$ cat src/rtl/tcwm_pkg.sv
// ----------------------------------------------------------------------------
// tcwm_pkg
// shared constants and types of the three-channel window median unit
// ----------------------------------------------------------------------------
`default_nettype none

package tcwm_pkg;

  localparam int unsigned WINDOW_DEPTH = 7;
  localparam int unsigned MID_POS      = WINDOW_DEPTH / 2;
  localparam int unsigned CH_N         = 3;
  localparam int unsigned SAMPLE_W     = 16;
  localparam int unsigned POSE_W       = CH_N * SAMPLE_W;
  localparam int unsigned IDX_W        = (WINDOW_DEPTH > 1) ? $clog2(WINDOW_DEPTH) : 1;
  localparam int unsigned CNT_W        = $clog2(WINDOW_DEPTH + 1);

  // channel 0 is x, 1 is y, 2 is heading
  typedef logic [CH_N-1:0][SAMPLE_W-1:0] pose_t;

  // control that travels with one compare transfer
  typedef struct packed {
    logic valid;
    logic last_j;
  } scan_ctl_t;

endpackage

`default_nettype wire

$ cat src/rtl/tcwm_ram.sv
// ----------------------------------------------------------------------------
// tcwm_ram
// generic ram, one write port and two registered read ports
// ----------------------------------------------------------------------------
`default_nettype none

module tcwm_ram #(
  parameter int unsigned WIDTH  = 8,
  parameter int unsigned DEPTH  = 4,
  parameter int unsigned ADDR_W = (DEPTH > 1) ? $clog2(DEPTH) : 1
) (
  input  wire logic              clk_i,
  input  wire logic              we_i,
  input  wire logic [ADDR_W-1:0] waddr_i,
  input  wire logic [WIDTH-1:0]  wdata_i,
  input  wire logic [ADDR_W-1:0] raddr_a_i,
  input  wire logic [ADDR_W-1:0] raddr_b_i,
  output logic      [WIDTH-1:0]  rdata_a_o,
  output logic      [WIDTH-1:0]  rdata_b_o
);

  logic [WIDTH-1:0] mem [DEPTH];

  always_ff @(posedge clk_i) begin
    if (we_i) begin
      mem[waddr_i] <= wdata_i;
    end
    rdata_a_o <= mem[raddr_a_i];
    rdata_b_o <= mem[raddr_b_i];
  end

endmodule

`default_nettype wire

$ cat src/rtl/tcwm_rank_unit.sv
// ----------------------------------------------------------------------------
// tcwm_rank_unit
// shared three-lane signed compare unit with rank counters
// ----------------------------------------------------------------------------
`default_nettype none

module tcwm_rank_unit (
  input  wire logic                clk_i,
  input  wire logic                rst_ni,
  input  wire tcwm_pkg::scan_ctl_t ctl_i,
  input  wire tcwm_pkg::pose_t     cand_i,
  input  wire tcwm_pkg::pose_t     elem_i,
  output tcwm_pkg::pose_t          median_o
);
  import tcwm_pkg::*;

  logic [CH_N-1:0][CNT_W-1:0] less_q, less_d;
  logic [CH_N-1:0][CNT_W-1:0] eq_q, eq_d;
  logic [CH_N-1:0]            hit;
  pose_t                      median_q;

  always_comb begin
    less_d = less_q;
    eq_d   = eq_q;
    hit    = '0;
    for (int c = 0; c < CH_N; c++) begin
      if ($signed(elem_i[c]) < $signed(cand_i[c])) begin
        less_d[c] = less_q[c] + CNT_W'(1);
      end
      if (elem_i[c] == cand_i[c]) begin
        eq_d[c] = eq_q[c] + CNT_W'(1);
      end
      // candidate covers the middle rank when less <= mid < less + equal
      hit[c] = (less_d[c] <= CNT_W'(MID_POS)) &&
               ((less_d[c] + eq_d[c]) > CNT_W'(MID_POS));
    end
  end

  always_ff @(posedge clk_i or negedge rst_ni) begin
    if (!rst_ni) begin
      less_q <= '0;
      eq_q   <= '0;
    end else if (ctl_i.valid) begin
      if (ctl_i.last_j) begin
        less_q <= '0;
        eq_q   <= '0;
      end else begin
        less_q <= less_d;
        eq_q   <= eq_d;
      end
    end
  end

  always_ff @(posedge clk_i) begin
    for (int c = 0; c < CH_N; c++) begin
      if (ctl_i.valid && ctl_i.last_j && hit[c]) begin
        median_q[c] <= cand_i[c];
      end
    end
  end

  assign median_o = median_q;

endmodule

`default_nettype wire

$ cat src/rtl/three_channel_window_median_unit.sv
// ----------------------------------------------------------------------------
// three_channel_window_median_unit
// sliding window median of x, y and heading over the last pose measurements
// ----------------------------------------------------------------------------
//  channel  | dir | handshake              | tdata fields (low bit up)
//  s_axis   | in  | s_axis_tvalid/tready   | pos_x[15:0] pos_y[31:16] heading[47:32]
//  m_axis   | out | m_axis_tvalid/tready   | median_x median_y median_heading
//
//  a single compare unit walks every candidate against every entry, reading
//  the window ram through its two registered ports.
//  reset clears the entry valid bits, so unwritten entries read as zero.
//  the input is not ready while an item is in work; a result waiting on
//  m_axis stalls only the final load of the next result.
// ----------------------------------------------------------------------------
`default_nettype none

module three_channel_window_median_unit (
  input  wire logic                    clk_i,
  input  wire logic                    rst_ni,
  input  wire logic                    s_axis_tvalid,
  output logic                         s_axis_tready,
  input  wire logic [tcwm_pkg::POSE_W-1:0] s_axis_tdata,  // pos_x, pos_y, heading
  output logic                         m_axis_tvalid,
  input  wire logic                    m_axis_tready,
  output logic [tcwm_pkg::POSE_W-1:0]  m_axis_tdata   // median_x, median_y, median_heading
);
  import tcwm_pkg::*;

  typedef enum logic [3:0] {
    ST_IDLE  = 4'b0001,
    ST_SCAN  = 4'b0010,
    ST_DRAIN = 4'b0100,
    ST_DONE  = 4'b1000
  } state_e;

  state_e                  state_q, state_d;
  logic [IDX_W-1:0]        slot_q, slot_d;
  logic [IDX_W-1:0]        i_q, i_d;
  logic [IDX_W-1:0]        j_q, j_d;
  logic [WINDOW_DEPTH-1:0] valid_q;
  logic                    va_q, vb_q;
  scan_ctl_t               ctl_q;
  logic                    out_valid_q;
  pose_t                   out_q;

  logic  s_xfer;
  logic  i_last, j_last;
  logic  out_load;
  pose_t rd_a, rd_b, cand, elem, median;

  assign s_axis_tready = (state_q == ST_IDLE);
  assign s_xfer        = s_axis_tvalid && s_axis_tready;
  assign i_last        = (i_q == IDX_W'(WINDOW_DEPTH - 1));
  assign j_last        = (j_q == IDX_W'(WINDOW_DEPTH - 1));
  assign out_load      = (state_q == ST_DONE) && (!out_valid_q || m_axis_tready);

  tcwm_ram #(
    .WIDTH (POSE_W),
    .DEPTH (WINDOW_DEPTH),
    .ADDR_W(IDX_W)
  ) u_window (
    .clk_i    (clk_i),
    .we_i     (s_xfer),
    .waddr_i  (slot_q),
    .wdata_i  (s_axis_tdata),
    .raddr_a_i(i_q),
    .raddr_b_i(j_q),
    .rdata_a_o(rd_a),
    .rdata_b_o(rd_b)
  );

  // entries never written since reset count as zero
  assign cand = va_q ? rd_a : '0;
  assign elem = vb_q ? rd_b : '0;

  tcwm_rank_unit u_rank (
    .clk_i   (clk_i),
    .rst_ni  (rst_ni),
    .ctl_i   (ctl_q),
    .cand_i  (cand),
    .elem_i  (elem),
    .median_o(median)
  );

  always_comb begin
    state_d = state_q;
    slot_d  = slot_q;
    i_d     = i_q;
    j_d     = j_q;
    case (state_q)
      ST_IDLE: begin
        if (s_xfer) begin
          slot_d  = (slot_q == IDX_W'(WINDOW_DEPTH - 1)) ? '0 : slot_q + IDX_W'(1);
          i_d     = '0;
          j_d     = '0;
          state_d = ST_SCAN;
        end
      end
      ST_SCAN: begin
        if (j_last) begin
          j_d = '0;
          if (i_last) begin
            state_d = ST_DRAIN;
          end else begin
            i_d = i_q + IDX_W'(1);
          end
        end else begin
          j_d = j_q + IDX_W'(1);
        end
      end
      ST_DRAIN: begin
        state_d = ST_DONE;
      end
      ST_DONE: begin
        if (out_load) begin
          state_d = ST_IDLE;
        end
      end
      default: begin
        state_d = ST_IDLE;
      end
    endcase
  end

  always_ff @(posedge clk_i or negedge rst_ni) begin
    if (!rst_ni) begin
      state_q     <= ST_IDLE;
      slot_q      <= '0;
      i_q         <= '0;
      j_q         <= '0;
      valid_q     <= '0;
      ctl_q       <= '0;
      out_valid_q <= 1'b0;
    end else begin
      state_q      <= state_d;
      slot_q       <= slot_d;
      i_q          <= i_d;
      j_q          <= j_d;
      ctl_q.valid  <= (state_q == ST_SCAN);
      ctl_q.last_j <= j_last;
      if (s_xfer) begin
        valid_q[slot_q] <= 1'b1;
      end
      if (out_load) begin
        out_valid_q <= 1'b1;
      end else if (m_axis_tready) begin
        out_valid_q <= 1'b0;
      end
    end
  end

  always_ff @(posedge clk_i) begin
    va_q <= valid_q[i_q];
    vb_q <= valid_q[j_q];
    if (out_load) begin
      out_q <= median;
    end
  end

  assign m_axis_tvalid = out_valid_q;
  assign m_axis_tdata  = out_q;

  // a transfer starts the sweep at the first candidate and entry
  assert property (@(posedge clk_i) disable iff (!rst_ni)
    s_xfer |=> (state_q == ST_SCAN) && (i_q == '0) && (j_q == '0))
    else $error("sweep did not start after input transfer");

  // the written slot is marked valid
  assert property (@(posedge clk_i) disable iff (!rst_ni)
    s_xfer |=> valid_q[$past(slot_q)])
    else $error("written window entry not marked valid");

  // no compare is in flight while the input is open
  assert property (@(posedge clk_i) disable iff (!rst_ni)
    !(s_axis_tready && ctl_q.valid))
    else $error("compare in flight while ready for input");

  // a loaded result is offered on the next cycle
  assert property (@(posedge clk_i) disable iff (!rst_ni)
    out_load |=> m_axis_tvalid && (state_q == ST_IDLE))
    else $error("result load did not present output");

endmodule

`default_nettype wire

$ cat config.mk
export PLATFORM = sky130hd
export DESIGN_NAME = three_channel_window_median_unit
export DESIGN_NICKNAME = d
export VERILOG_FILES = /design/src/rtl/tcwm_pkg.sv /design/src/rtl/tcwm_ram.sv /design/src/rtl/tcwm_rank_unit.sv /design/src/rtl/three_channel_window_median_unit.sv
export SDC_FILE = /design/constraint.sdc
export NUM_CORES = 1
export LEC_CHECK = 0
export ABC_CLOCK_PERIOD_IN_PS = 6600
export BUFFER_PORTS_ARGS = -buffer_cell sky130_fd_sc_hd__buf_4
export CAP_MARGIN = 0
export CORE_MARGIN = 2
export CORE_UTILIZATION = 62
export CTS_CLUSTER_SIZE = 24
export DETAILED_ROUTE_END_ITERATION = 16
export GPL_TIMING_DRIVEN = 0
export PLACE_DENSITY_LB_ADDON = 0.1
export SLEW_MARGIN = 25
export SYNTH_ARGS = -nofsm -noshare
export SYNTH_HDL_FRONTEND = slang
export SYNTH_SLANG_ARGS = --single-unit
$ cat constraint.sdc
create_clock -name clk_i -period 6.6 [get_ports clk_i]
set_input_delay 0.66 -clock clk_i [delete_from_list [all_inputs] [get_ports clk_i]]
set_output_delay 0.66 -clock clk_i [all_outputs]
set_load 0.01 [all_outputs]
==> results.md, run 1 <==
CTS:
- The clock latency reported for the late side of the worst-skew pair is 0.62 ns.
- The number of H-tree branching levels is 2.
- The tree is rooted in a sky130_fd_sc_hd__clkbuf_16.
- The TritonCTS clock tree is built.
- The clock net in this run drives a total of 571 sinks.
- The clock buffer count from CTS is 57.
- After clock tree synthesis, the clock-pin slew on the worst setup and hold paths is 0.06 ns.
- The number of buffers added to fix hold violations after cts is 0.
- In this run the deepest clock path goes through 3 buffers.

Critical path:
- Traced cell by cell, the critical path runs through clkbuf_2, clkbuf_1, nand2_1, ha_1, o21ai_1, a21oi_1, o31ai_1, a21oi_1, o21ai_1, mux2_2, ha_1, nor2b_1, nor4bb_1, o21ai_0, nand3_1, a21oi_1, and4b_1, a2111oi_4, buf_4.
- The signal arrival time at the worst endpoint is 6.53 ns.
- The classification of the worst setup path is reg2reg.
- Among all stages on the critical path, the largest delay is contributed by sky130_fd_sc_hd__a2111oi_4.
- The number of buffers and inverters on the critical path is 3.
- Of all nets on the critical path, the largest fanout is 10.
- The dominant cell type by count on the critical path is sky130_fd_sc_hd__a21oi_1.
- The stage delay of the slowest cell on the critical path is 0.63 ns.
- The element type at the critical path end is a register.
- Broken down by cell family, the worst path's largest delay share belongs to compound AO/OA/AOI/OAI gates.
- STA classifies the critical path startpoint as a register.
- The data required time of the critical path is 6.90 ns.

Job:
- Across the run, the number of max-cap violations was 0.

Synthesis:
- After technology mapping, the gate count stands at 1629.
- The number of distinct library cells after synthesis is between 60 and 70.
- The total number of yosys warnings is 0.
- The share of synthesized area occupied by flip-flops and latches is 64.7%.
- When the netlist entered floorplanning its net count stood at about 1700.
- Of all flip-flops after synthesis, the portion carrying an async set or reset was 7.18%.
- The main flop type after synthesis is sky130_fd_sc_hd__edfxtp_1.
- The number of enable-type register cells in the synthesized netlist is around 430.
- The post-synthesis register bit count is about 570.
- The mean cell area of the mapped netlist is 15.1 µm².
- After synthesis the cells add up to between 20000 and 25000 µm².

Final layout:
- Compared with the post-synthesis result, the final layout area differs by 16.4%.
- The finished cells cover between 20000 and 30000 µm².
- Leaving out fill and tap cells, the most frequent cell in the layout is sky130_fd_sc_hd__edfxtp_1.
- The top cell types in the final layout, fill and taps aside, are sky130_fd_sc_hd__edfxtp_1 (432), sky130_fd_sc_hd__nand2_1 (172), sky130_fd_sc_hd__buf_4 (115).
- The number of nets in the layout is 1937.
- The number of filler instances in the final layout is 2513.
- The ratio of cells with drive above 1 in the final layout is between 20% and 30%.
- In the final layout, the multi-input gates occupy 8220 µm².
- The area of all sequential standard cells is 16000 µm².

Drt:
- The number of remaining DRC errors is 0.
- After detailed routing, the number of vias per cell comes to between 6 and 7.
- The post-detailed-route wirelength per cell is approximately 25 µm.
- After the first detailed-routing iteration, the DRC count stood at 1334.
- The post-route antenna net violation count is 0.
- Detailed routing inserted a total of 14705 vias.
- For this run, the detailed router's first-pass iteration total came to 5.
- The total routed wirelength is slightly below 60000 µm.

Global routing:
- The via count of the first global-routing pass is 15092.
- Entering global routing, the biggest net connects 42 pins.
- The initial antenna violation count was 5.
- Global routing used 29.3% of the available tracks across all layers.
- The first global-routing pass estimated 89300 µm of wire.
- The aggregate global routing overflow is 0.

Power and ir drop:
- In this run, the combinational gates consume 29.7% of the power.
- The standby leakage power is 10.1 nW.
- The peak supply drop is 279 µV.
- The internal power summed over all cells is 7.80 mW.
- Summed over all nets, the switching power comes to roughly 3.4 mW.
- The switching portion of total power is 30.6%.
- Sequential cells burn 40.8% of the power.
- Dividing total power by cell area gives a power density of 391 nW/µm².
- The clock network burns 29.5% of the power.

STA:
- Setup repair after global routing left no endpoint under its margin.
- At the pin with the least slew margin, the transition time is 1.09 ns.
- Measured against its own limit, the worst slew margin works out to 27.6%.
- The max-slew violation count is 0.
- The final number of hold-violating endpoints is 0.
- Subtracting the final worst setup slack from the clock period gives 6.23 ns.
- Clock skew on the completed layout was measured at around 0.032 ns.
- Setup violations remaining at the end of the flow were counted as 0.
- In the finished design, the share of the clock period the worst path needs comes to between 90% and 100%.
- For the final routed database, the setup TNS stands at 0 ns.
- The top achievable clock speed is 161 MHz.

Floorplan:
- The total area inside the core boundary comes to 39500 µm².
- 102 I/O pins were placed.
- The die width is between 200 and 250 µm.
- The initial utilization of the core area, before any placement, comes to 62.5%.
- After floorplanning, the core was divided into 73 placement rows.
- In this run the vertical extent of the chip is ~200 µm.
- The die covers 41400 µm².

Placement:
- The placer congestion estimate is about 0.82.
- After legalization and detailed placement, the total HPWL measured ~40000 µm.
- During placement, the flow inserted port buffers numbering 101.
- The placed instances occupy a cell area of 26800 µm².

Worst hold path:
- The class of the tightest hold or removal check is in2async.

Outcome:
- The flow ran to the end, and the final reports show no timing, DRC or antenna violations.
==> cell usage after synthesis, types with 10 or more instances <==
library cell                 n  area, µm²
sky130_fd_sc_hd__and2_1     50        313
sky130_fd_sc_hd__dfrtp_1    40       1000
sky130_fd_sc_hd__nand2_1   172        646
sky130_fd_sc_hd__clkbuf_1   61        229
sky130_fd_sc_hd__nand4_1    10       62.6
sky130_fd_sc_hd__mux4_2     98       2210
sky130_fd_sc_hd__mux2i_1   105       1050
sky130_fd_sc_hd__edfxtp_1  432      13000
sky130_fd_sc_hd__buf_1      11       41.3
sky130_fd_sc_hd__inv_1      60        225
sky130_fd_sc_hd__buf_2      13       65.1
sky130_fd_sc_hd__a21oi_1    23        115
sky130_fd_sc_hd__nor2_1     33        124
sky130_fd_sc_hd__ha_1       59        738
sky130_fd_sc_hd__o21ai_0   114        571
sky130_fd_sc_hd__mux2_2    104       1170
sky130_fd_sc_hd__dfxtp_1    98       1960
==> power by group through the flow <==
stage	Sequential (mW)	Clock (mW)	Combinational (mW)
after floorplan	4.60	0	2.28
after global placement	4.67	0	3.12
after detailed placement	4.65	0	3.30
after CTS	4.58	3.35	3.33
after global routing	4.63	3.49	3.64
final	4.59	3.31	3.34
==> state kept, by name, summed over array words and instances, names as in the netlist, 4 cells and up <==
| name | cells |
|---|---|
| valid_q | 7 |
| u_window.mem | 336 |
| u_window.rdata_b_o | 48 |
| u_window.rdata_a_o | 48 |
| u_rank.median_o | 48 |
| u_rank.less_q | 9 |
| m_axis_tdata | 48 |
| state_q | 4 |
| u_rank.eq_q | 9 |
==> metrics by stage <==
step	total power [mW]	hold WS (ns)	util, %	cells	setup slack [ns]
after floorplan	6.88	0.364	-	1629	1.23
after global placement	7.80	0.402	66.1	2255	-3.10
after detailed placement	7.95	0.405	67.8	2292	0.0795
after CTS	11.3	0.0598	72.7	2399	0.0481
after global routing	11.8	0.0987	72.8	2402	0.0846
final	11.2	0.0467	72.8	2402	0.373
==> worst reg2reg max path: stages, from the launching register on <==
cell                        delay, ns
sky130_fd_sc_hd__dfxtp_1         0.34
sky130_fd_sc_hd__clkbuf_2        0.42
sky130_fd_sc_hd__clkbuf_1        0.56
sky130_fd_sc_hd__nand2_1         0.21
sky130_fd_sc_hd__ha_1            0.36
sky130_fd_sc_hd__o21ai_1         0.12
sky130_fd_sc_hd__a21oi_1         0.09
sky130_fd_sc_hd__o31ai_1         0.52
sky130_fd_sc_hd__a21oi_1         0.25
sky130_fd_sc_hd__o21ai_1         0.40
sky130_fd_sc_hd__mux2_2          0.41
sky130_fd_sc_hd__ha_1            0.32
sky130_fd_sc_hd__nor2b_1         0.15
sky130_fd_sc_hd__nor4bb_1        0.14
sky130_fd_sc_hd__o21ai_0         0.18
sky130_fd_sc_hd__nand3_1         0.11
sky130_fd_sc_hd__a21oi_1         0.12
sky130_fd_sc_hd__and4b_1         0.23
sky130_fd_sc_hd__a2111oi_4       0.63
sky130_fd_sc_hd__buf_4           0.32
==> kinds of logic after synthesis <==
family / after synthesis / share of synthesized area (%)
flops: 571 / 64.7
compound gates: 207 / 5.06
mux: 308 / 18.0
xor+xnor: 7 / 0.249
fa+ha+maj: 59 / 2.99
buf+inv: 145 / 2.27
simple gates: 332 / 6.71
==> path summary, 6_finish.rpt <==
| check | cells after the start | to | slack [ns] | from |
|---|---|---|---|---|
| min in group clk_i | 1 | u_window.mem[5][27] | 0.26 | s_axis_tdata[27] |
| hold reg to reg | 0 | m_axis_tdata[1] | 0.42 | u_rank.median_o[1] |
| setup reg to reg | 19 | u_rank.median_o[16] | 0.37 | va_q |
| hold / removal | 1 | u_rank.less_q[7] | 0.05 | rst_ni |
| setup / recovery | 19 | u_rank.median_o[16] | 0.37 | va_q |
| max in group asynchronous | 1 | i_q[0] | 6.07 | rst_ni |
==> area by class of cell <==
| class | count | share of cell area (%) |
|---|---|---|
| plain buffers | 85 | 1.20 |
| clock buffers | 82 | 5.79 |
| inverters | 60 | 0.784 |
| repair buffers | 138 | 4.74 |
| clock inverters | 25 | 0.959 |
| diodes | 3 | 0.0261 |
| well taps | 525 | 2.29 |
| multi-input cells | 913 | 28.6 |
| flip-flops and latches | 571 | 55.6 |
==> repair_timing <==
action | 4_1_cts | 5_1_grt
setup buffers | 0 | 0
resized for setup | 0 | 5
endpoints found under the setup margin | 0 | 9
==> metal layers <==
metal / wire (µm) / GRT usage, % / up-vias
met5: 11 / 0 / -
met4: 1850 / 12.1 / 2
met3: 4360 / 4.39 / 127
met2: 29600 / 49.6 / 668
met1: 23100 / 38.5 / 7306
li1: - / - / 6602
Power figures use the tool's default switching activity.
==> inputs of run 2 (changes only) <==
Settings changed: ABC_CLOCK_PERIOD_IN_PS 6600 to 5640, CELL_PAD_IN_SITES_DETAIL_PLACEMENT from default to 1, CELL_PAD_IN_SITES_GLOBAL_PLACEMENT from default to 1, CORE_UTILIZATION 62 to 47.
Clock period 6.6 ns to 5.64 ns, I/O delays scaled along.
==> results.md, run 2 (synthesis results as in run 1) <==
Outcome:
- Status: finished clean (unchanged).

STA:
- The minimum clock period after layout is 5.41 ns (was 6.23 ns).
- The final clock period utilization by the worst path is 96.0% (was 94.4%).
- The top achievable clock speed is 185 MHz (was 161 MHz).
- The max-slew violation count is 0 (unchanged).
- The worst-margin pin slew was 1.03 ns (was 1.09 ns).
- The final count of negative-setup-slack endpoints is 0 (unchanged).
- The clock skew is 0.0239 ns (was 0.0320 ns).
- The final critical-path setup slack came to 0.226 ns (was 0.373 ns).
- The relative slew slack is 31.6% (was 27.6%).
- The final number of hold-violating endpoints was 0 (unchanged).

Floorplan:
- The die width is 233 µm (was 203 µm).
- The area inside the core boundary is 51600 µm² (was 39500 µm²).
- The I/O pin total is 102 (unchanged).
- The effective utilization at floorplan is 47.8% (was 62.5%).
- The total number of placement rows was 83 (was 73).
- The die area is 54300 µm² (was 41400 µm²).
- The height of the chip came to 233 µm (was 203 µm).

CTS:
- The number of H-tree branching levels is 2 (unchanged).
- The buffer cell driving the clock tree root is sky130_fd_sc_hd__clkbuf_16 (unchanged).
- The clock buffer count from CTS came to 59 (was 57).
- The clock latency reported for the late side of the worst-skew pair was 0.62 ns (about the same).
- The TritonCTS clock tree is built (unchanged).
- The clock sink count is 571 (unchanged).
- The clock input transition at the sequential cells of the worst setup and hold paths is 0.06 ns (about the same).
- The post-CTS setup buffer count was 0 (unchanged).
- The maximum clock insertion buffer count is 3 (unchanged).

Critical path:
- The element type at the critical path end is a register (unchanged).
- The signal arrival time at the worst endpoint is 5.74 ns (was 6.53 ns).
- The highest-delay cell along the critical path is sky130_fd_sc_hd__a211oi_4 (was sky130_fd_sc_hd__a2111oi_4).
- The number of buffers and inverters on the critical path is 2 (was 3).
- The classification of the worst setup path is reg2reg (unchanged).
- The dominant cell type by count on the critical path is sky130_fd_sc_hd__ha_1 (was sky130_fd_sc_hd__a21oi_1).
- The data required time of the critical path came to 5.96 ns (was 6.90 ns).
- The highest net fanout along the worst path was 10 (unchanged).
- The stage delay of the slowest cell on the critical path is 0.55 ns (was 0.63 ns).
- The kind of cell adding the most delay to the critical path was compound AO/OA/AOI/OAI gates (unchanged).
- The nature of the critical path startpoint is a register (unchanged).
- Cell-by-cell trace of the critical path: buf_2, nand2_1, ha_1, nor2b_1, o211ai_1, a2111o_1, nor4bb_2, or2_4, mux2_4, ha_1, and4_1, a21oi_1, o22ai_1, a211o_1, a211oi_4, buf_8 (was clkbuf_2, clkbuf_1, nand2_1, ha_1, o21ai_1, a21oi_1, o31ai_1, a21oi_1, o21ai_1, mux2_2, ha_1, nor2b_1, nor4bb_1, o21ai_0, nand3_1, a21oi_1, and4b_1, a2111oi_4, buf_4).

Placement:
- The total half-perimeter wirelength after legalization and detailed placement is 46400 µm (was 40300 µm).
- The placer congestion estimate is 0.784 (was 0.825).
- The number of buffer cells added on primary ports is 101 (unchanged).
- The placed instance area was 27100 µm² (was 26800 µm²).
- The post-placement setup slack is -0.747 ns (was 0.0795 ns).

Global routing:
- The global-route usage over all layers is 25.0% (was 29.3%).
- The largest net degree at the start of global routing came to 42 (unchanged).
- The wire length of the first global-routing pass is 99400 µm (was 89300 µm).
- The via count of the first global-routing pass is 15985 (was 15092).
- The initial antenna violation count came to 4 (was 5).
- The aggregate global routing overflow was 0 (unchanged).

Final layout:
- The post-synthesis to final-layout area growth is 17.8% (was 16.4%).
- The utilization after layout is 56.3% (was 72.8%).
- The ratio of cells with drive above 1 in the final layout was 26.0% (was 25.6%).
- Commonest non-fill, non-tap cells in the layout: sky130_fd_sc_hd__edfxtp_1 (432), sky130_fd_sc_hd__nand2_1 (172), sky130_fd_sc_hd__buf_4 (117) (was sky130_fd_sc_hd__edfxtp_1 (432), sky130_fd_sc_hd__nand2_1 (172), sky130_fd_sc_hd__buf_4 (115)).
- The final instance area is 29100 µm² (was 28700 µm²).
- The number of nets in the layout is 1943 (was 1937).
- The number of flip-flops in the largest register is 336 (unchanged).
- The number of filler instances in the final layout is 4804 (was 2513).
- The top register by number of flip-flops is u_window.mem (unchanged).
- The most common cell after layout, fill and taps aside is sky130_fd_sc_hd__edfxtp_1 (unchanged).

Drt:
- The post-detailed-route wirelength per cell was 26.0 µm (was 24.5 µm).
- The via total after detailed routing is 14711 (was 14705).
- The number of remaining DRC errors is 0 (unchanged).
- The violation count after the first detailed-route iteration was 850 (was 1334).
- The total routed wirelength is 66600 µm (was 58900 µm).
- The post-route antenna net violation count is 0 (unchanged).
- The via density per instance came to 5.74 (was 6.12).
- The detailed-routing iteration count for the pre-antenna-repair pass is 7 (was 5).

Job:
- The number of max-cap violations is 0 (unchanged).

Power and ir drop:
- The ratio of total power to cell area is 460 nW/µm² (was 391 nW/µm²).
- The peak supply drop was 310 µV (was 279 µV).
- The overall power after layout is 13.4 mW (was 11.2 mW).
- The standby leakage power is 10.2 nW (was 10.1 nW).

Worst hold path:
- The class of the tightest hold or removal check is in2reg (was in2async).
-- run 2: changes by cell type in the layout (fill, tap and decap cells not counted), moves of 2 or more --
cell / previous run / this run
sky130_fd_sc_hd__clkbuf_1: 68 / 62
sky130_fd_sc_hd__clkinv_1: 3 / 9
sky130_fd_sc_hd__clkinv_2: 15 / 9
sky130_fd_sc_hd__buf_16: 12 / 17
sky130_fd_sc_hd__buf_12: 5 / 2
sky130_fd_sc_hd__clkbuf_2: 7 / 10
sky130_fd_sc_hd__buf_4: 115 / 117
sky130_fd_sc_hd__clkinv_4: 0 / 2
sky130_fd_sc_hd__clkinvlp_4: 0 / 2
-- run 2: area by class of cell --
cell class                      instances  area (µm²)  area share, %
Tap cell                              680         851           2.93
Buffer                                 85         357           1.23
Sequential cell                       571       16000           54.9
Multi-Input combinational cell        913        8240           28.4
Inverter                               60         225          0.775
Timing Repair Buffer                  142        1460           5.04
Clock inverter                         30         298           1.02
Clock buffer                           81        1650           5.68
Antenna cell                            2        5.00         0.0172
-- run 2: what timing repair did --
action / in CTS / in global routing
resized for setup: 7 / 12
endpoints found under the hold margin: 40 / 0
setup endpoints to repair: 48 / 48
hold buffers: 1 / 0
-- run 2: layer usage --
metal	wire length (µm)	part of all wire (%)	global-route usage (%)	vias up
met4	1950	2.9	8.48	4
met5	23	0.035	0	-
met2	34000	51	43.7	354
met3	2800	4.2	3.47	128
met1	27800	42	32.0	7608
li1	-	-	-	6617
-- run 2: power by group --
part,internal [mW],switching (mW),total (mW),leakage (nW)
Combinational,1.72,2.36,4.08,4.00
Sequential,5.13,0.240,5.37,5.22
Clock,2.27,1.65,3.92,0.952
-- run 2: worst paths after layout --
| path | start | to | slack (ns) | cells past startpoint |
|---|---|---|---|---|
| setup / recovery | va_q | u_rank.median_o[8] | 0.23 | 16 |
| hold / removal | s_axis_tdata[19] | u_window.mem[2][19] | 0.16 | 1 |
| setup reg to reg | va_q | u_rank.median_o[8] | 0.23 | 16 |
| hold reg to reg | u_rank.median_o[33] | m_axis_tdata[33] | 0.41 | 0 |
| max in group asynchronous | rst_ni | u_rank.less_q[5] | 4.66 | 2 |
| min in group asynchronous | rst_ni | state_q[3] | 0.54 | 2 |
-- run 2: metrics by stage --
| stage | cells | TNS (ns) | hold slack (ns) |
|---|---|---|---|
| global route | 2564 | -0.166 | 0.154 |
| floorplan | 1629 | 0 | 0.268 |
| detailed placement | 2450 | -17.40 | 0.406 |
| finish | 2564 | 0 | 0.161 |
| CTS | 2562 | 0 | 0.128 |
| global placement | 2410 | -753.86 | 0.401 |
-- run 2: worst reg2reg max path: cells and delay by family, from the launching register on --
family          cells  cell delay, ns
compound gates      6            1.82
buf+inv             2            0.68
simple gates        5            1.28
fa+ha+maj           2            0.68
flops               1            0.34
mux                 1            0.31
==> inputs of run 3 (changes only) <==
Settings changed: SYNTH_HIERARCHICAL from default to 1.
==> results.md, run 3 <==
Floorplan:
- The height of the chip is 236 µm (was 233 µm).
- The effective utilization at floorplan is 47.3% (was 47.8%).
- The die width is 236 µm (was 233 µm).
- The area inside the core boundary is 53600 µm² (was 51600 µm²).
- The I/O pin total came to 102 (unchanged).
- The total number of placement rows is 85 (was 83).
- The die area was 55800 µm² (was 54300 µm²).

Final layout:
- The number of nets in the layout is 2052 (was 1943).
- The post-synthesis to final-layout area growth is 17.2% (was 17.8%).
- The most common cell after layout, fill and taps aside is sky130_fd_sc_hd__edfxtp_1 (unchanged).
- The number of flip-flops in the largest register came to 336 (unchanged).
- Commonest non-fill, non-tap cells in the layout: sky130_fd_sc_hd__edfxtp_1 (432), sky130_fd_sc_hd__mux2i_1 (199), sky130_fd_sc_hd__buf_4 (139) (was sky130_fd_sc_hd__edfxtp_1 (432), sky130_fd_sc_hd__nand2_1 (172), sky130_fd_sc_hd__buf_4 (117)).
- The top register by number of flip-flops is u_window/mem (was u_window.mem).
- The ratio of cells with drive above 1 in the final layout is 22.9% (was 26.0%).
- The final non-filler cell total is 2693 (was 2564).

Global routing:
- The largest net degree at the start of global routing is 42 (unchanged).
- The aggregate global routing overflow is 0 (unchanged).
- The initial antenna violation count is 3 (was 4).
- The via count of the first global-routing pass is 17029 (was 15985).
- The wire length of the first global-routing pass is 105000 µm (was 99400 µm).
- The global-route usage over all layers is 25.4% (was 25.0%).

Synthesis:
- The share of synthesized area occupied by flip-flops and latches is 63.0% (was 64.7%).
- The cell count after synthesis is 1736 (was 1629).
- The number of distinct library cells after synthesis is 84 (was 68).
- The async set-reset flop share out of synthesis is 7.18% (unchanged).
- The post-synthesis register bit count is 571 (unchanged).
- The number of nets produced by synthesis is 1847 (was 1740).
- The number of enable-type register cells in the synthesized netlist was 432 (unchanged).
- The main flop type after synthesis is sky130_fd_sc_hd__edfxtp_1 (unchanged).
- The synthesized cell area came to 25300 µm² (was 24700 µm²).
- Top cells by count, synth: sky130_fd_sc_hd__edfxtp_1 (432), sky130_fd_sc_hd__mux2i_1 (200), sky130_fd_sc_hd__nand2b_1 (106), sky130_fd_sc_hd__dfxtp_1 (98), sky130_fd_sc_hd__o221ai_1 (98) (was sky130_fd_sc_hd__edfxtp_1 (432), sky130_fd_sc_hd__nand2_1 (172), sky130_fd_sc_hd__o21ai_0 (114), sky130_fd_sc_hd__mux2i_1 (105), sky130_fd_sc_hd__mux2_2 (104)).
- The largest area contributor in the netlist is sky130_fd_sc_hd__edfxtp_1 (unchanged).
- The total number of yosys warnings came to 6 (was 0).
- Largest cells by area after synthesis: sky130_fd_sc_hd__edfxtp_1 (51%), sky130_fd_sc_hd__mux2i_1 (7.9%), sky130_fd_sc_hd__dfxtp_1 (7.7%), sky130_fd_sc_hd__dfrtp_1 (4.0%), sky130_fd_sc_hd__mux2_2 (3.8%) (was sky130_fd_sc_hd__edfxtp_1 (53%), sky130_fd_sc_hd__mux4_2 (8.9%), sky130_fd_sc_hd__dfxtp_1 (8.0%), sky130_fd_sc_hd__mux2_2 (4.7%), sky130_fd_sc_hd__mux2i_1 (4.3%)).
- The cell with the most instances after synthesis is sky130_fd_sc_hd__edfxtp_1 (unchanged).
- The fraction of post-synthesis cell area in the top cell type by area is 51.2% (was 52.6%).
- The mean cell area of the mapped netlist is 14.6 µm² (was 15.1 µm²).

Critical path:
- The nature of the critical path startpoint is a register (unchanged).
- The dominant cell type by count on the critical path was sky130_fd_sc_hd__buf_4 (was sky130_fd_sc_hd__ha_1).
- The highest-delay cell along the critical path is sky130_fd_sc_hd__or4_4 (was sky130_fd_sc_hd__a211oi_4).
- The register-to-register setup slack is 0.17 ns (was 0.23 ns).
- The stage delay of the slowest cell on the critical path is 0.65 ns (was 0.55 ns).
- The count of cells along the worst register-to-register path is 19 (was 16).
- The data required time of the critical path is 5.97 ns (was 5.96 ns).
- The launch point of the worst path is va_q (unchanged).
- The reg-to-reg endpoint was u_rank/median_o[18] (was u_rank.median_o[8]).
- The signal arrival time at the worst endpoint was 5.80 ns (was 5.74 ns).
- Cell-by-cell trace of the critical path: clkbuf_4, buf_4, and2_1, inv_1, ha_1, nand4_1, or4_4, a21o_1, nand3_2, mux2_2, mux2_2, ha_1, nand2b_1, o31ai_4, nor3_1, a211o_1, a2111oi_4, buf_4, buf_4 (was buf_2, nand2_1, ha_1, nor2b_1, o211ai_1, a2111o_1, nor4bb_2, or2_4, mux2_4, ha_1, and4_1, a21oi_1, o22ai_1, a211o_1, a211oi_4, buf_8).
- The classification of the worst setup path is reg2reg (unchanged).
- The element type at the critical path end is a register (unchanged).
- The startpoint of the worst-slack reg-to-reg timing path is va_q (unchanged).
- The capturing element of the worst setup path is u_rank/median_o[18] (was u_rank.median_o[8]).
- The highest net fanout along the worst path is 10 (unchanged).

Drt:
- The violation count after the first detailed-route iteration is 1041 (was 850).
- The post-route antenna net violation count was 0 (unchanged).
- The via density per instance is 5.86 (was 5.74).
- The number of remaining DRC errors came to 0 (unchanged).
- The via total after detailed routing was 15793 (was 14711).
- The post-detailed-route wirelength per cell came to 26.4 µm (was 26.0 µm).
- The total routed wirelength is 71000 µm (was 66600 µm).
- The detailed-routing iteration count for the pre-antenna-repair pass was 5 (was 7).

CTS:
- The clock sink count is 571 (unchanged).
- The clock latency reported for the late side of the worst-skew pair is 0.63 ns (was 0.62 ns).
- The buffer cell driving the clock tree root is sky130_fd_sc_hd__clkbuf_16 (unchanged).
- The TritonCTS clock tree is built (unchanged).
- The clock input transition at the sequential cells of the worst setup and hold paths is 0.06 ns (about the same).
- The number of H-tree branching levels is 2 (unchanged).
- The maximum clock insertion buffer count came to 3 (unchanged).
- The clock buffer count from CTS is 61 (was 59).

STA:
- The worst-margin pin slew is 1.04 ns (was 1.03 ns).
- The tightest hold margin is 0.155 ns (was 0.161 ns).
- The minimum clock period after layout is 5.47 ns (was 5.41 ns).
- The top achievable clock speed is 183 MHz (was 185 MHz).
- The final number of hold-violating endpoints is 0 (unchanged).
- The final clock period utilization by the worst path is 97.0% (was 96.0%).
- The clock skew is 0.0169 ns (was 0.0239 ns).
- The relative slew slack is 30.0% (was 31.6%).
- The max-slew violation count was 0 (unchanged).
- The final count of negative-setup-slack endpoints was 0 (unchanged).

Placement:
- The cell total after placement came to 2571 (was 2450).
- The number of buffer cells added on primary ports is 101 (unchanged).
- The placer congestion estimate was 0.797 (was 0.784).
- The total half-perimeter wirelength after legalization and detailed placement is 48800 µm (was 46400 µm).

Job:
- The number of max-cap violations was 0 (unchanged).

Outcome:
- Status: finished clean (unchanged).

Power and ir drop:
- The peak supply drop is 282 µV (was 310 µV).
- The standby leakage power is 10.2 nW (about the same).
- The overall power after layout is 12.3 mW (was 13.4 mW).
- The ratio of total power to cell area is 413 nW/µm² (was 460 nW/µm²).

Worst hold path:
- The class of the tightest hold or removal check is in2reg (unchanged).
[run 3: cell count changes after synthesis, moves of 76 or more]
cell / delta
sky130_fd_sc_hd__mux2i_1: +95
sky130_fd_sc_hd__mux4_2: -96
sky130_fd_sc_hd__nand2_1: -140
sky130_fd_sc_hd__nand2b_1: +97
sky130_fd_sc_hd__o211ai_1: +76
sky130_fd_sc_hd__o21ai_0: -98
sky130_fd_sc_hd__o221ai_1: +98
[run 3: layout make-up]
| class | count | area [µm²] |
|---|---|---|
| Multi-Input combinational cell | 994 | 8680 |
| Buffer | 101 | 561 |
| Antenna cell | 4 | 10.0 |
| Fill cell | 5153 | 23900 |
| Tap cell | 696 | 871 |
| Clock inverter | 22 | 201 |
| Clock buffer | 93 | 1790 |
| Timing Repair Buffer | 143 | 1370 |
| Sequential cell | 571 | 16000 |
| Inverter | 69 | 259 |
[run 3: repair_timing]
item | 4_1_cts | 5_1_grt
pin swaps | 1 | 1
hold buffers | 1 | 0
endpoints found under the setup margin | 32 | 22
gates resized for setup | 6 | 6
buffers inserted | 2 | 1
endpoints found under the hold margin | 40 | 0
[run 3: worst min-delay path by stage]
| stage | slack, ns | endpoint | start | cells after the start |
|---|---|---|---|---|
| 2_1_floorplan | 0.27 | ctl_q[0] | rst_ni | 0 |
| 3_3_place_gp | 0.40 | m_axis_tdata[40] | u_rank/median_o[40] | 0 |
| 3_5_place_dp | 0.41 | m_axis_tdata[40] | u_rank/median_o[40] | 0 |
| 4_1_cts | 0.12 | u_window/mem[4][38] | s_axis_tdata[38] | 1 |
| 5_1_grt | 0.14 | u_window/mem[1][47] | s_axis_tdata[47] | 1 |
| 6_report | 0.15 | u_window/mem[0][14] | s_axis_tdata[14] | 1 |
[run 3: cell families (layout without fill, tap and decap cells)]
| group | after synthesis | in the layout | synth area share, % |
|---|---|---|---|
| xor+xnor | 9 | 9 | 0.425 |
| mux | 309 | 309 | 13.1 |
| simple gates | 321 | 321 | 7.85 |
| compound gates | 296 | 296 | 9.45 |
| flops | 571 | 571 | 63.0 |
| fa+ha+maj | 59 | 59 | 2.91 |
| other cells | 0 | 4 | 0 |
| buf+inv | 171 | 428 | 3.21 |
[run 3: critical path: cells and delay by family, from the launching register on]
family	cells	cell delay, ns
and+or+nand+nor	6	1.36
buffers and inverters	5	0.99
AOI/OAI and AO/OA	4	0.93
muxes	2	0.75
adders and majority gates	2	0.68
DFF	1	0.42
[run 3: layer usage]
metal  GRT usage, %  wire length [µm]
met1           32.6             30500
met2           43.9             35100
met3           3.86              3520
met4           8.78              1830
met5              0                 0
[run 3: through the flow]
step | area, µm² | setup WS, ns | TNS (ns) | util (%)
floorplan | 25300 | 0.188 | 0 | -
global placement | 27000 | -4.06 | -718.95 | 50.3
detailed placement | 27600 | -0.949 | -20.16 | 51.6
CTS | 29700 | 0.0317 | 0 | 55.3
global route | 29700 | -0.000729 | -0.00144 | 55.4
finish | 29700 | 0.169 | 0 | 55.4
[run 3: power by group]
| part | switching (mW) | internal (mW) |
|---|---|---|
| sequential | 0.258 | 5.08 |
| clock | 1.65 | 2.32 |
| combinational | 1.69 | 1.26 |
